==> config.mk <==
export PLATFORM = sky130hd
export DESIGN_NAME = aligned_stack_allocator_flat
export DESIGN_NICKNAME = d
export VERILOG_FILES = /design/src/design/asa_pkg.sv /design/src/design/asa_if.sv /design/src/design/asa_regs.sv /design/src/design/asa_dp.sv /design/src/design/asa_ctrl.sv /design/src/design/aligned_stack_allocator.sv /design/src/flat_wrapper.sv
export SDC_FILE = /design/constraint.sdc
export NUM_CORES = 1
export LEC_CHECK = 0
export BUFFER_PORTS_ARGS = -buffer_cell sky130_fd_sc_hd__buf_4
export CAP_MARGIN = 25
export CORE_UTILIZATION = 61
export DETAILED_ROUTE_END_ITERATION = 10
export PLACE_DENSITY = 0.82
export SETUP_SLACK_MARGIN = 0.02
export SKIP_CTS_REPAIR_TIMING = 1
export SYNTH_ARGS = -nofsm -noshare
export SYNTH_HDL_FRONTEND = slang
export SYNTH_SLANG_ARGS = --single-unit
==> constraint.sdc <==
create_clock -name clk_i -period 5.2 [get_ports clk_i]
set_input_delay 1.04 -clock clk_i [delete_from_list [all_inputs] [get_ports clk_i]]
set_output_delay 1.04 -clock clk_i [all_outputs]
set_load 0.02 [all_outputs]
==> src/design/asa_pkg.sv <==
`timescale 1ns / 1ps
`default_nettype none
package asa_pkg;

  localparam int OFFSET_BITS = 16;
  localparam int SIZE_W      = OFFSET_BITS + 1;
  localparam int SHIFT_W     = 3;
  localparam int PCT_W       = 7;
  localparam int PROD_W      = OFFSET_BITS + PCT_W;
  localparam int CNT_W       = $clog2(PCT_W);
  localparam int APB_AW      = 3;
  localparam int APB_DW      = 32;

  localparam logic [PCT_W-1:0]       PCT_SCALE   = PCT_W'(100);
  localparam logic [OFFSET_BITS-1:0] HEAP_RESET  = OFFSET_BITS'(4096);
  localparam logic [SHIFT_W-1:0]     SHIFT_RESET = SHIFT_W'(2);

  typedef logic [OFFSET_BITS-1:0] off_t;
  typedef logic [SIZE_W-1:0]      size_t;
  typedef logic [SHIFT_W-1:0]     shift_t;
  typedef logic [PCT_W-1:0]       pct_t;
  typedef logic [PROD_W-1:0]      prod_t;

  typedef enum logic {
    REG_HEAP  = 1'b0,
    REG_ALIGN = 1'b1
  } reg_e;

  typedef enum logic {
    OP_ALLOC   = 1'b0,
    OP_RELEASE = 1'b1
  } op_e;

  typedef enum logic [1:0] {
    ST_OK        = 2'd0,
    ST_NO_ROOM   = 2'd1,
    ST_UNDERFLOW = 2'd2
  } status_e;

  typedef enum logic [2:0] {
    S_IDLE,
    S_EXEC,
    S_MUL,
    S_DIV,
    S_PUSH
  } state_e;

  typedef struct packed {
    off_t   heap_bytes;
    shift_t align_shift;
  } cfg_t;

  typedef struct packed {
    logic load;
    logic exec;
    logic mul;
    logic div_step;
    logic push;
  } dp_cmd_t;

  typedef struct packed {
    logic grow;
  } dp_sts_t;

  // round up to 2^sh, zero takes one boundary; 17 bits so it never wraps
  function automatic size_t round_size(input off_t req, input shift_t sh);
    size_t mask;
    size_t sz;
    mask = (size_t'(1) << sh) - size_t'(1);
    sz   = (req == '0) ? size_t'(1) : size_t'(req);
    return (sz + mask) & ~mask;
  endfunction

endpackage
`default_nettype wire

==> src/design/asa_if.sv <==
`timescale 1ns / 1ps
`default_nettype none
interface asa_req_if;
  logic               valid;
  logic               ready;
  logic               op;
  asa_pkg::off_t      request_bytes;

  modport source (output valid, output op, output request_bytes, input ready);
  modport sink   (input valid, input op, input request_bytes, output ready);
endinterface

interface asa_rsp_if;
  logic               valid;
  logic               ready;
  asa_pkg::off_t      block_offset;
  asa_pkg::off_t      granted_bytes;
  logic [1:0]         status;
  asa_pkg::pct_t      percent_used;

  modport source (output valid, output block_offset, output granted_bytes,
                  output status, output percent_used, input ready);
  modport sink   (input valid, input block_offset, input granted_bytes,
                  input status, input percent_used, output ready);
endinterface
`default_nettype wire

==> src/design/asa_regs.sv <==
`timescale 1ns / 1ps
`default_nettype none
module asa_regs (
  input  wire logic                       clk_i,
  input  wire logic                       rst_ni,
  input  wire logic                       psel,
  input  wire logic                       penable,
  input  wire logic                       pwrite,
  input  wire logic [asa_pkg::APB_AW-1:0] paddr,
  input  wire logic [asa_pkg::APB_DW-1:0] pwdata,
  output logic      [asa_pkg::APB_DW-1:0] prdata,
  output logic                            pready,
  output asa_pkg::cfg_t                   cfg_o
);
  import asa_pkg::*;

  off_t   heap_q, heap_d;
  shift_t shift_q, shift_d;
  reg_e   sel;
  logic   wr;

  assign sel    = reg_e'(paddr[2]);
  assign wr     = psel & penable & pwrite;
  assign pready = 1'b1;

  always_comb begin
    heap_d  = heap_q;
    shift_d = shift_q;
    if (wr) begin
      case (sel)
        REG_HEAP:  heap_d  = pwdata[OFFSET_BITS-1:0];
        REG_ALIGN: shift_d = pwdata[SHIFT_W-1:0];
        default: ;
      endcase
    end
  end

  always_comb begin
    case (sel)
      REG_HEAP:  prdata = APB_DW'(heap_q);
      REG_ALIGN: prdata = APB_DW'(shift_q);
      default:   prdata = '0;
    endcase
  end

  always_ff @(posedge clk_i or negedge rst_ni) begin
    if (!rst_ni) begin
      heap_q  <= HEAP_RESET;
      shift_q <= SHIFT_RESET;
    end else begin
      heap_q  <= heap_d;
      shift_q <= shift_d;
    end
  end

  assign cfg_o.heap_bytes  = heap_q;
  assign cfg_o.align_shift = shift_q;

endmodule
`default_nettype wire

==> src/design/asa_dp.sv <==
`timescale 1ns / 1ps
`default_nettype none
module asa_dp (
  input  wire logic              clk_i,
  input  wire logic              rst_ni,
  input  wire asa_pkg::cfg_t     cfg_i,
  input  wire asa_pkg::dp_cmd_t  cmd_i,
  output asa_pkg::dp_sts_t       sts_o,
  input  wire logic              op_i,
  input  wire asa_pkg::off_t     request_bytes_i,
  output asa_pkg::off_t          block_offset_o,
  output asa_pkg::off_t          granted_bytes_o,
  output logic [1:0]             status_o,
  output asa_pkg::pct_t          percent_used_o
);
  import asa_pkg::*;

  // architectural state
  off_t    head_q, head_d;
  off_t    hw_q, hw_d;
  pct_t    pct_q, pct_d;

  // per-item working registers
  op_e     op_q;
  size_t   rnd_q;
  off_t    res_off_q, res_off_d;
  off_t    res_gnt_q, res_gnt_d;
  status_e res_st_q, res_st_d;
  prod_t   rem_q, rem_d;
  prod_t   dvs_q, dvs_d;

  // output register
  off_t    out_off_q, out_gnt_q;
  status_e out_st_q;
  pct_t    out_pct_q;

  size_t   sum;
  logic    fits;
  logic    rel_ok;
  size_t   diff;
  logic    ge;

  assign sum    = size_t'(head_q) + rnd_q;
  assign fits   = sum < size_t'(cfg_i.heap_bytes);
  assign diff   = size_t'(head_q) - rnd_q;
  assign rel_ok = rnd_q <= size_t'(head_q);
  assign ge     = rem_q >= dvs_q;

  assign sts_o.grow = (op_q == OP_ALLOC) && fits && (sum[OFFSET_BITS-1:0] > hw_q);

  always_comb begin
    head_d    = head_q;
    hw_d      = hw_q;
    pct_d     = pct_q;
    res_off_d = res_off_q;
    res_gnt_d = res_gnt_q;
    res_st_d  = res_st_q;
    rem_d     = rem_q;
    dvs_d     = dvs_q;
    if (cmd_i.exec) begin
      res_off_d = head_q;
      res_gnt_d = '0;
      if (op_q == OP_ALLOC) begin
        if (fits) begin
          head_d    = sum[OFFSET_BITS-1:0];
          res_gnt_d = rnd_q[OFFSET_BITS-1:0];
          res_st_d  = ST_OK;
          if (sts_o.grow) begin
            hw_d = sum[OFFSET_BITS-1:0];
          end
        end else begin
          res_st_d = ST_NO_ROOM;
        end
      end else begin
        if (rel_ok) begin
          head_d    = diff[OFFSET_BITS-1:0];
          res_off_d = diff[OFFSET_BITS-1:0];
          res_gnt_d = rnd_q[OFFSET_BITS-1:0];
          res_st_d  = ST_OK;
        end else begin
          res_st_d = ST_UNDERFLOW;
        end
      end
    end
    if (cmd_i.mul) begin
      rem_d = PROD_W'(hw_q) * PROD_W'(PCT_SCALE);
      dvs_d = PROD_W'(cfg_i.heap_bytes) << (PCT_W - 1);
      pct_d = '0;
    end
    // restoring division, one quotient bit per step, MSB first
    if (cmd_i.div_step) begin
      if (ge) begin
        rem_d = rem_q - dvs_q;
      end
      dvs_d = dvs_q >> 1;
      pct_d = {pct_q[PCT_W-2:0], ge};
    end
  end

  always_ff @(posedge clk_i or negedge rst_ni) begin
    if (!rst_ni) begin
      head_q <= '0;
      hw_q   <= '0;
      pct_q  <= '0;
    end else begin
      head_q <= head_d;
      hw_q   <= hw_d;
      pct_q  <= pct_d;
    end
  end

  always_ff @(posedge clk_i) begin
    if (cmd_i.load) begin
      op_q  <= op_e'(op_i);
      rnd_q <= round_size(request_bytes_i, cfg_i.align_shift);
    end
    res_off_q <= res_off_d;
    res_gnt_q <= res_gnt_d;
    res_st_q  <= res_st_d;
    rem_q     <= rem_d;
    dvs_q     <= dvs_d;
    if (cmd_i.push) begin
      out_off_q <= res_off_q;
      out_gnt_q <= res_gnt_q;
      out_st_q  <= res_st_q;
      out_pct_q <= pct_q;
    end
  end

  assign block_offset_o  = out_off_q;
  assign granted_bytes_o = out_gnt_q;
  assign status_o        = out_st_q;
  assign percent_used_o  = out_pct_q;

endmodule
`default_nettype wire

==> src/design/asa_ctrl.sv <==
`timescale 1ns / 1ps
`default_nettype none
module asa_ctrl (
  input  wire logic              clk_i,
  input  wire logic              rst_ni,
  input  wire logic              in_valid_i,
  output logic                   in_ready_o,
  output logic                   out_valid_o,
  input  wire logic              out_ready_i,
  input  wire asa_pkg::dp_sts_t  sts_i,
  output asa_pkg::dp_cmd_t       cmd_o
);
  import asa_pkg::*;

  state_e             state_q, state_d;
  logic [CNT_W-1:0]   cnt_q, cnt_d;
  logic               out_valid_q, out_valid_d;

  always_comb begin
    state_d     = state_q;
    cnt_d       = cnt_q;
    cmd_o       = '0;
    in_ready_o  = 1'b0;
    case (state_q)
      S_IDLE: begin
        in_ready_o = 1'b1;
        if (in_valid_i) begin
          cmd_o.load = 1'b1;
          state_d    = S_EXEC;
        end
      end
      S_EXEC: begin
        cmd_o.exec = 1'b1;
        state_d    = sts_i.grow ? S_MUL : S_PUSH;
      end
      S_MUL: begin
        cmd_o.mul = 1'b1;
        cnt_d     = CNT_W'(PCT_W - 1);
        state_d   = S_DIV;
      end
      S_DIV: begin
        cmd_o.div_step = 1'b1;
        cnt_d          = cnt_q - CNT_W'(1);
        if (cnt_q == '0) begin
          state_d = S_PUSH;
        end
      end
      S_PUSH: begin
        if (!out_valid_q || out_ready_i) begin
          cmd_o.push = 1'b1;
          state_d    = S_IDLE;
        end
      end
      default: state_d = S_IDLE;
    endcase
    out_valid_d = (out_valid_q & ~out_ready_i) | cmd_o.push;
  end

  always_ff @(posedge clk_i or negedge rst_ni) begin
    if (!rst_ni) begin
      state_q     <= S_IDLE;
      cnt_q       <= '0;
      out_valid_q <= 1'b0;
    end else begin
      state_q     <= state_d;
      cnt_q       <= cnt_d;
      out_valid_q <= out_valid_d;
    end
  end

  assign out_valid_o = out_valid_q;

endmodule
`default_nettype wire

==> src/design/aligned_stack_allocator.sv <==
// channel   dir  handshake      payload
// in_if     in   valid/ready    op, request_bytes
// out_if    out  valid/ready    block_offset, granted_bytes, status, percent_used
// apb       in   psel/penable   paddr, pwdata, prdata (heap_bytes @0, align_shift @4)
//
// An item is accepted, executed and pushed when the high-water mark holds; when it rises,
// an x100 multiply and 7 restoring divide steps come between execute and push.
// One item is in flight at a time; the next is taken once the result is in the
// output register, which holds it while out_if.ready is low.
// Reset clears head, high-water mark and percent; registers return to 4096 and 2.
`timescale 1ns / 1ps
`default_nettype none
module aligned_stack_allocator (
  input  wire logic                       clk_i,
  input  wire logic                       rst_ni,
  asa_req_if.sink                         in_if,
  asa_rsp_if.source                       out_if,
  input  wire logic                       psel,
  input  wire logic                       penable,
  input  wire logic                       pwrite,
  input  wire logic [asa_pkg::APB_AW-1:0] paddr,
  input  wire logic [asa_pkg::APB_DW-1:0] pwdata,
  output logic      [asa_pkg::APB_DW-1:0] prdata,
  output logic                            pready
);
  import asa_pkg::*;

  cfg_t    cfg;
  dp_cmd_t cmd;
  dp_sts_t sts;

  asa_regs u_regs (
    .clk_i   (clk_i),
    .rst_ni  (rst_ni),
    .psel    (psel),
    .penable (penable),
    .pwrite  (pwrite),
    .paddr   (paddr),
    .pwdata  (pwdata),
    .prdata  (prdata),
    .pready  (pready),
    .cfg_o   (cfg)
  );

  asa_ctrl u_ctrl (
    .clk_i       (clk_i),
    .rst_ni      (rst_ni),
    .in_valid_i  (in_if.valid),
    .in_ready_o  (in_if.ready),
    .out_valid_o (out_if.valid),
    .out_ready_i (out_if.ready),
    .sts_i       (sts),
    .cmd_o       (cmd)
  );

  asa_dp u_dp (
    .clk_i           (clk_i),
    .rst_ni          (rst_ni),
    .cfg_i           (cfg),
    .cmd_i           (cmd),
    .sts_o           (sts),
    .op_i            (in_if.op),
    .request_bytes_i (in_if.request_bytes),
    .block_offset_o  (out_if.block_offset),
    .granted_bytes_o (out_if.granted_bytes),
    .status_o        (out_if.status),
    .percent_used_o  (out_if.percent_used)
  );

endmodule
`default_nettype wire
==> src/flat_wrapper.sv <==
// flat-port wrapper written by rule: the top's interface ports become plain ports
module aligned_stack_allocator_flat import asa_pkg::*;
  (clk_i, rst_ni, psel, penable, pwrite, paddr, pwdata, prdata, pready, in_if_valid, in_if_op, in_if_request_bytes, in_if_ready, out_if_valid, out_if_block_offset, out_if_granted_bytes, out_if_status, out_if_percent_used, out_if_ready);
  asa_req_if in_if_i ();
  asa_rsp_if out_if_i ();
  input  wire logic clk_i;
  input  wire logic rst_ni;
  input  wire logic psel;
  input  wire logic penable;
  input  wire logic pwrite;
  input  wire logic [asa_pkg::APB_AW-1:0] paddr;
  input  wire logic [asa_pkg::APB_DW-1:0] pwdata;
  output logic      [asa_pkg::APB_DW-1:0] prdata;
  output logic pready;
  input wire logic [$bits(in_if_i.valid)-1:0] in_if_valid;
  input wire logic [$bits(in_if_i.op)-1:0] in_if_op;
  input wire logic [$bits(in_if_i.request_bytes)-1:0] in_if_request_bytes;
  output wire logic [$bits(in_if_i.ready)-1:0] in_if_ready;
  output wire logic [$bits(out_if_i.valid)-1:0] out_if_valid;
  output wire logic [$bits(out_if_i.block_offset)-1:0] out_if_block_offset;
  output wire logic [$bits(out_if_i.granted_bytes)-1:0] out_if_granted_bytes;
  output wire logic [$bits(out_if_i.status)-1:0] out_if_status;
  output wire logic [$bits(out_if_i.percent_used)-1:0] out_if_percent_used;
  input wire logic [$bits(out_if_i.ready)-1:0] out_if_ready;
  assign in_if_i.valid = in_if_valid;
  assign in_if_i.op = in_if_op;
  assign in_if_i.request_bytes = in_if_request_bytes;
  assign in_if_ready = in_if_i.ready;
  assign out_if_valid = out_if_i.valid;
  assign out_if_block_offset = out_if_i.block_offset;
  assign out_if_granted_bytes = out_if_i.granted_bytes;
  assign out_if_status = out_if_i.status;
  assign out_if_percent_used = out_if_i.percent_used;
  assign out_if_i.ready = out_if_ready;
  aligned_stack_allocator u_core (.clk_i(clk_i), .rst_ni(rst_ni), .in_if(in_if_i), .out_if(out_if_i), .psel(psel), .penable(penable), .pwrite(pwrite), .paddr(paddr), .pwdata(pwdata), .prdata(prdata), .pready(pready));
endmodule
==> results of run 1 <==
worst max-delay path, stage by stage (launching register included):
cell and delay (ns):
dfrtp_1 0.43, inv_1 0.14, ha_1 0.36, nand2b_1 0.19, a221oi_2 0.30, o221ai_1 0.27, o211ai_1 0.34, a21oi_1 0.14
nor2b_1 0.16, xor2_1 0.17, buf_4 0.18, ha_1 0.29, nand2_1 0.07, nor2_1 0.17, nand3_1 0.13, o32a_1 0.35
o21ai_1 0.15, nor4_4 0.06, and2_2 0.29, buf_4 0.18, or3_1 0.34
routing by layer:
metal / global-route usage (%) / up-vias / routed length, µm
met3: 3.81 / 81 / 2360
li1: - / 5127 / -
met1: 39.4 / 5026 / 14300
met5: 0 / - / 0
met4: 8.61 / 0 / 899
met2: 43.9 / 443 / 14300
through the flow:
step,area [µm²],total power [W],instances,util [%]
after floorplan,13900,0.00778,1447,-
after global placement,14700,0.00936,1765,66.9
after detailed placement,14800,0.00968,1768,67.1
after CTS,15500,0.0113,1808,70.2
after global routing,15500,0.0122,1809,70.4
final,15500,0.0114,1809,70.4
cells by family after synthesis:
family	after synthesis	synth area share (%)
AO/OA/AOI/OAI	339	15.9
XOR/XNOR	69	4.38
adder cells (fa/ha/maj)	185	17.6
buffers and inverters	245	7.41
flip-flops	203	40.1
multiplexers	31	2.46
other	2	0.0544
AND/OR/NAND/NOR	351	12.1
worst max-delay path by stage:
stage | startpoint | endpoint | cells past startpoint
floorplan | u_core.u_dp.head_q[6] | u_core.u_dp.hw_q[6] | 18
global placement | u_core.u_dp.head_q[1] | u_core.u_dp.res_gnt_q[12] | 18
detailed placement | u_core.u_dp.head_q[1] | u_core.u_dp.hw_q[3] | 19
CTS | u_core.u_dp.head_q[1] | u_core.u_dp.hw_q[3] | 19
global route | u_core.u_dp.head_q[1] | u_core.u_ctrl.state_q[1] | 20
finish | u_core.u_dp.head_q[1] | u_core.u_ctrl.state_q[1] | 20
where the power goes:
group          internal, W  leakage, nW  switching (W)
Sequential         0.00244         2.08       0.000357
Clock             0.000856        0.328       0.000652
Combinational      0.00287         4.81        0.00419
cell type report:
class                           instances  area [µm²]
Timing Repair Buffer                  122         963
Tap cell                              280         350
Multi-Input combinational cell        999        7340
Clock buffer                           27         591
Inverter                              165         619
Clock inverter                         13        91.3
Sequential cell                       203        5540
Fill cell                            1626        6530
synth_stat cells (6+ instances only):
library cell,number
fa_1,15
o21ai_0,92
a21oi_1,68
xnor2_1,41
nand2b_1,17
and3_1,6
a31oi_1,14
ha_1,170
mux2i_1,8
o21bai_1,8
o21ai_1,13
a21o_1,38
nand3_1,25
a211oi_1,7
inv_1,163
clkbuf_1,52
or3_1,12
edfxtp_1,115
a22o_1,27
mux2_2,20
nand2_1,103
o211ai_1,12
nor3_1,36
xor2_1,28
dfxtp_1,23
dfrtp_1,63
nand4_1,11
o21a_1,16
nor2_1,93
or2_2,7
nor2b_1,14
and2_1,12
buf_4,18
==> metrics, run 1 <==
Worst R2R Start u_core.u_dp.head_q[1]; initial core utilization between 60% and 70%; clock tree root driver cell clkbuf_16; Critical Path RT 5.59 ns; count of final setup violators 0; number of enable flip-flop cells after synthesis 115; CTS tree built; Synth area leaders edfxtp_1 (25%), ha_1 (15%), dfrtp_1 (11%); Fin Clk Skew 0.0138 ns; antenna diode count 0; die height 152 µm; Final Max Tran Viols 0; most common cell after layout, fill and taps aside ha_1; Async SR Flop Fraction between 30% and 40%; Clock Latency Late Sink 0.52 ns; Reg2Reg Setup Slack ~0.33 ns; register area share after synthesis 40.1%; crit end category register; Worst-path clk slew 0.07 ns; #FFs+latches synth 203; hold path endpoint u_core.u_dp.granted_bytes_o[0]; maximum clock path buffer count 3; ys flop type edfxtp_1; mean routed wirelength per cell about 18 µm; Reg2Reg Depth 20; setup TNS 0 ns; PortBufs 99; DRT iter0 DRCs 973; die area approximately 23000 µm²; max_cap viols 0; gr ovfl total 0; DR DRC count 6; Via density about 5.9; static leakage 7.21 nW; Top reg by flops u_core.u_dp.rem_q; HP Class register to register; TritonCTS Buffers 22; VDD IR max 347 µV; Mean Syn Cell Area 9.69 µm²; largest registers u_core.u_dp.rem_q x23, u_core.u_dp.dvs_q x22, u_core.u_dp.rnd_q x17; first-pass GRT wire length ~52 mm; Post-Syn Instances 1425; H-tree lvl count 1; Final Critical Period 4.87 ns; Die X around 150 µm; Worst setup SP type register; Top Ports approximately 140; Arrival @ worst endpoint 5.26 ns; share of cells above drive strength 1 12.7%; initial antenna violation count 0; RSZ-0062 raised after global routing false; max reg flops 23; clk sinks 203; site row count 54; overall routing resource usage 27.6%; commonest cells after routing, fill and taps aside ha_1 (170), inv_1 (163), buf_4 (118), edfxtp_1 (115), nand2_1 (103); worst hold slack 0.417 ns; Least-Margin Pin Slew 1.00 ns; DR pass1 iterations 10; FF-to-FF End u_core.u_ctrl.state_q[1]; crit-path max FO 6; Cell Area, Synth 13800 µm²; Layout Nets 1757; pwr/cell area 734 nW/µm²; dpl ws 0.295 ns; Peak Freq 205 MHz; gpl congestion ~0.94; share of Yosys cell area claimed by the top area cell type 25.0%; min-delay src u_core.u_dp.res_gnt_q[0]; worst hold path cell count 0; synth warn 0; Worst slew margin 33.3%; vias in the first global route 10349; area grow syn2layout 12.2%; count of cell types in the netlist 75; status complete, but fails checks; area leader, netlist edfxtp_1; post-route clock period utilization 93.7%; failing checks design-rule violations; Vias 10677; post-DP HPWL 24.0 mm; Core Region roughly 22000 µm²; final hold vios 0; Routed Antenna Nets 0; Routed WL around 32 mm; fin worst setup slack ~0.33 ns; critical path class register to register; pin count of the biggest net entering global routing between 60 and 70
(Power assumes the default switching activity.)
==> inputs of run 2 (changes only) <==
--- a/config.mk
+++ b/config.mk
@@ -7,6 +7,7 @@
 export LEC_CHECK = 0
 export BUFFER_PORTS_ARGS = -buffer_cell sky130_fd_sc_hd__buf_4
 export CAP_MARGIN = 25
+export CORE_ASPECT_RATIO = 1.25
 export CORE_UTILIZATION = 61
 export DETAILED_ROUTE_END_ITERATION = 10
 export PLACE_DENSITY = 0.82
==> metrics, run 2 (synthesis results as in run 1) <==
crit end category register; Top reg by flops u_core.u_dp.rem_q; gr ovfl total 0; share of cells above drive strength 1 12.5%; mean routed wirelength per cell 17.7 µm; HP Class register to register; Final Critical Period 4.90 ns; Clock Latency Late Sink 0.50 ns; pin count of the biggest net entering global routing 66; antenna diode count 0; area grow syn2layout 11.6%; gpl congestion roughly 0.93; Power, Total 0.0112 W; Peak Freq 204 MHz; VDD IR max 342 µV; vias in the first global route 10554; most common cell after layout, fill and taps aside ha_1; Post-DP Area around 15000 µm²; Layout Nets 1751; Worst setup SP type register; max_cap viols 0; critical path class register to register; CP Cell Sequence inv_1 > ha_1 > nand2b_1 > a221oi_1 > o221ai_2 > o21bai_1 > a21oi_1 > xor2_1 > ha_1 > o21ai_0 > nor2_1 > a221o_1 > a311o_1 > nor4_4 > and2_1 > buf_4 > mux2i_1; maximum clock path buffer count 3; Core Util, Final 69.4%; post-route clock period utilization between 90% and 100%; initial core utilization 62.2%; largest registers u_core.u_dp.rem_q x23, u_core.u_dp.dvs_q x22, u_core.u_dp.rnd_q x17; Routed WL 32.0 mm; CP max stage cell a221oi_1; CTS tree built; Via density 5.88; Worst slew margin between 20% and 30%; max reg flops 23; Least-Margin Pin Slew 1.05 ns; DR DRC count 0; clk sinks 203; die area 23200 µm²; DRT iter0 DRCs between 500 and 600; Critical Path RT 5.61 ns; setup TNS 0 ns; CP most frequent cell ha_1; Core Region 22200 µm²; Vias between 10000 and 15000; TritonCTS Buffers 21; Final Max Tran Viols 0; commonest cells after routing, fill and taps aside ha_1 (170), inv_1 (163), buf_4 (116), edfxtp_1 (115), nand2_1 (103); count of final setup violators 0; Fin Clk Skew a little over 0.01 ns; clock tree root driver cell clkbuf_16; DR pass1 iterations 6; pwr/cell area 727 nW/µm²; dpl ws 0.339 ns; CP max stage delay 0.47 ns; site row count 61; overall routing resource usage between 20 and 30%; final hold vios 0; static leakage approximately 7.2 nW; PortBufs 99; die height approximately 170 µm; fin worst setup slack 0.300 ns; status finished clean; H-tree lvl count 1; first-pass GRT wire length 51.1 mm; Routed Antenna Nets 0; Top Ports 135; post-DP HPWL 24.4 mm; crit-path max FO 8; fin area 15400 µm²; initial antenna violation count 0; Arrival @ worst endpoint 5.31 ns; Die X 137 µm; RSZ-0062 raised after global routing false; Worst-path clk slew 0.06 ns
run 2: layer usage:
layer  vias to the layer above  wire (µm)  GRT usage [%]
met5                         -          0              0
met4                         0       1880           17.0
met3                       105       1370           3.01
met2                       314      16800           51.8
met1                      5069      11900           31.1
li1                       5113          -              -
run 2: final cells by class:
cell class,instances,area (µm²)
inverter,165,619
tap,283,354
clock inverter,14,125
sequential,203,5540
clock buffer,23,533
timing repair buffer,117,891
multi-input combinational,999,7340
fill,1644,6800
run 2: worst paths after layout:
check                                         start                             end  slack, ns  cells past startpoint
min in group asynchronous                    rst_ni         u_core.u_regs.heap_q[0]       0.66                      1
min reg2reg                u_core.u_dp.res_gnt_q[8]  u_core.u_dp.granted_bytes_o[8]       0.42                      0
max                           u_core.u_dp.head_q[1]             u_core.u_dp.hw_q[8]       0.30                     17
max reg2reg                   u_core.u_dp.head_q[1]             u_core.u_dp.hw_q[8]       0.30                     17
max in group asynchronous                    rst_ni            u_core.u_dp.pct_q[4]       3.94                      1
min                        u_core.u_dp.res_gnt_q[8]  u_core.u_dp.granted_bytes_o[8]       0.42                      0
run 2: power by group:
| part | total, W | internal, W | switching [W] |
|---|---|---|---|
| Sequential | 0.00280 | 0.00244 | 0.000359 |
| Combinational | 0.00695 | 0.00283 | 0.00412 |
| Clock | 0.00145 | 0.000840 | 0.000611 |
run 2: worst max-delay path: cells and delay by family, from the launching register on:
kind	cells	cell delay [ns]
XOR/XNOR	1	0.30
multiplexers	1	0.21
AND/OR/NAND/NOR	4	0.92
flip-flops	1	0.42
AO/OA/AOI/OAI	7	1.98
adder cells (fa/ha/maj)	2	0.65
buffers and inverters	2	0.33
run 2: per-stage QoR:
step                      instances  hold WS, ns
final                          1804        0.416
after global routing           1804        0.424
after CTS                      1802        0.419
after detailed placement       1765        0.405
after global placement         1765        0.404
after floorplan                1447        0.400
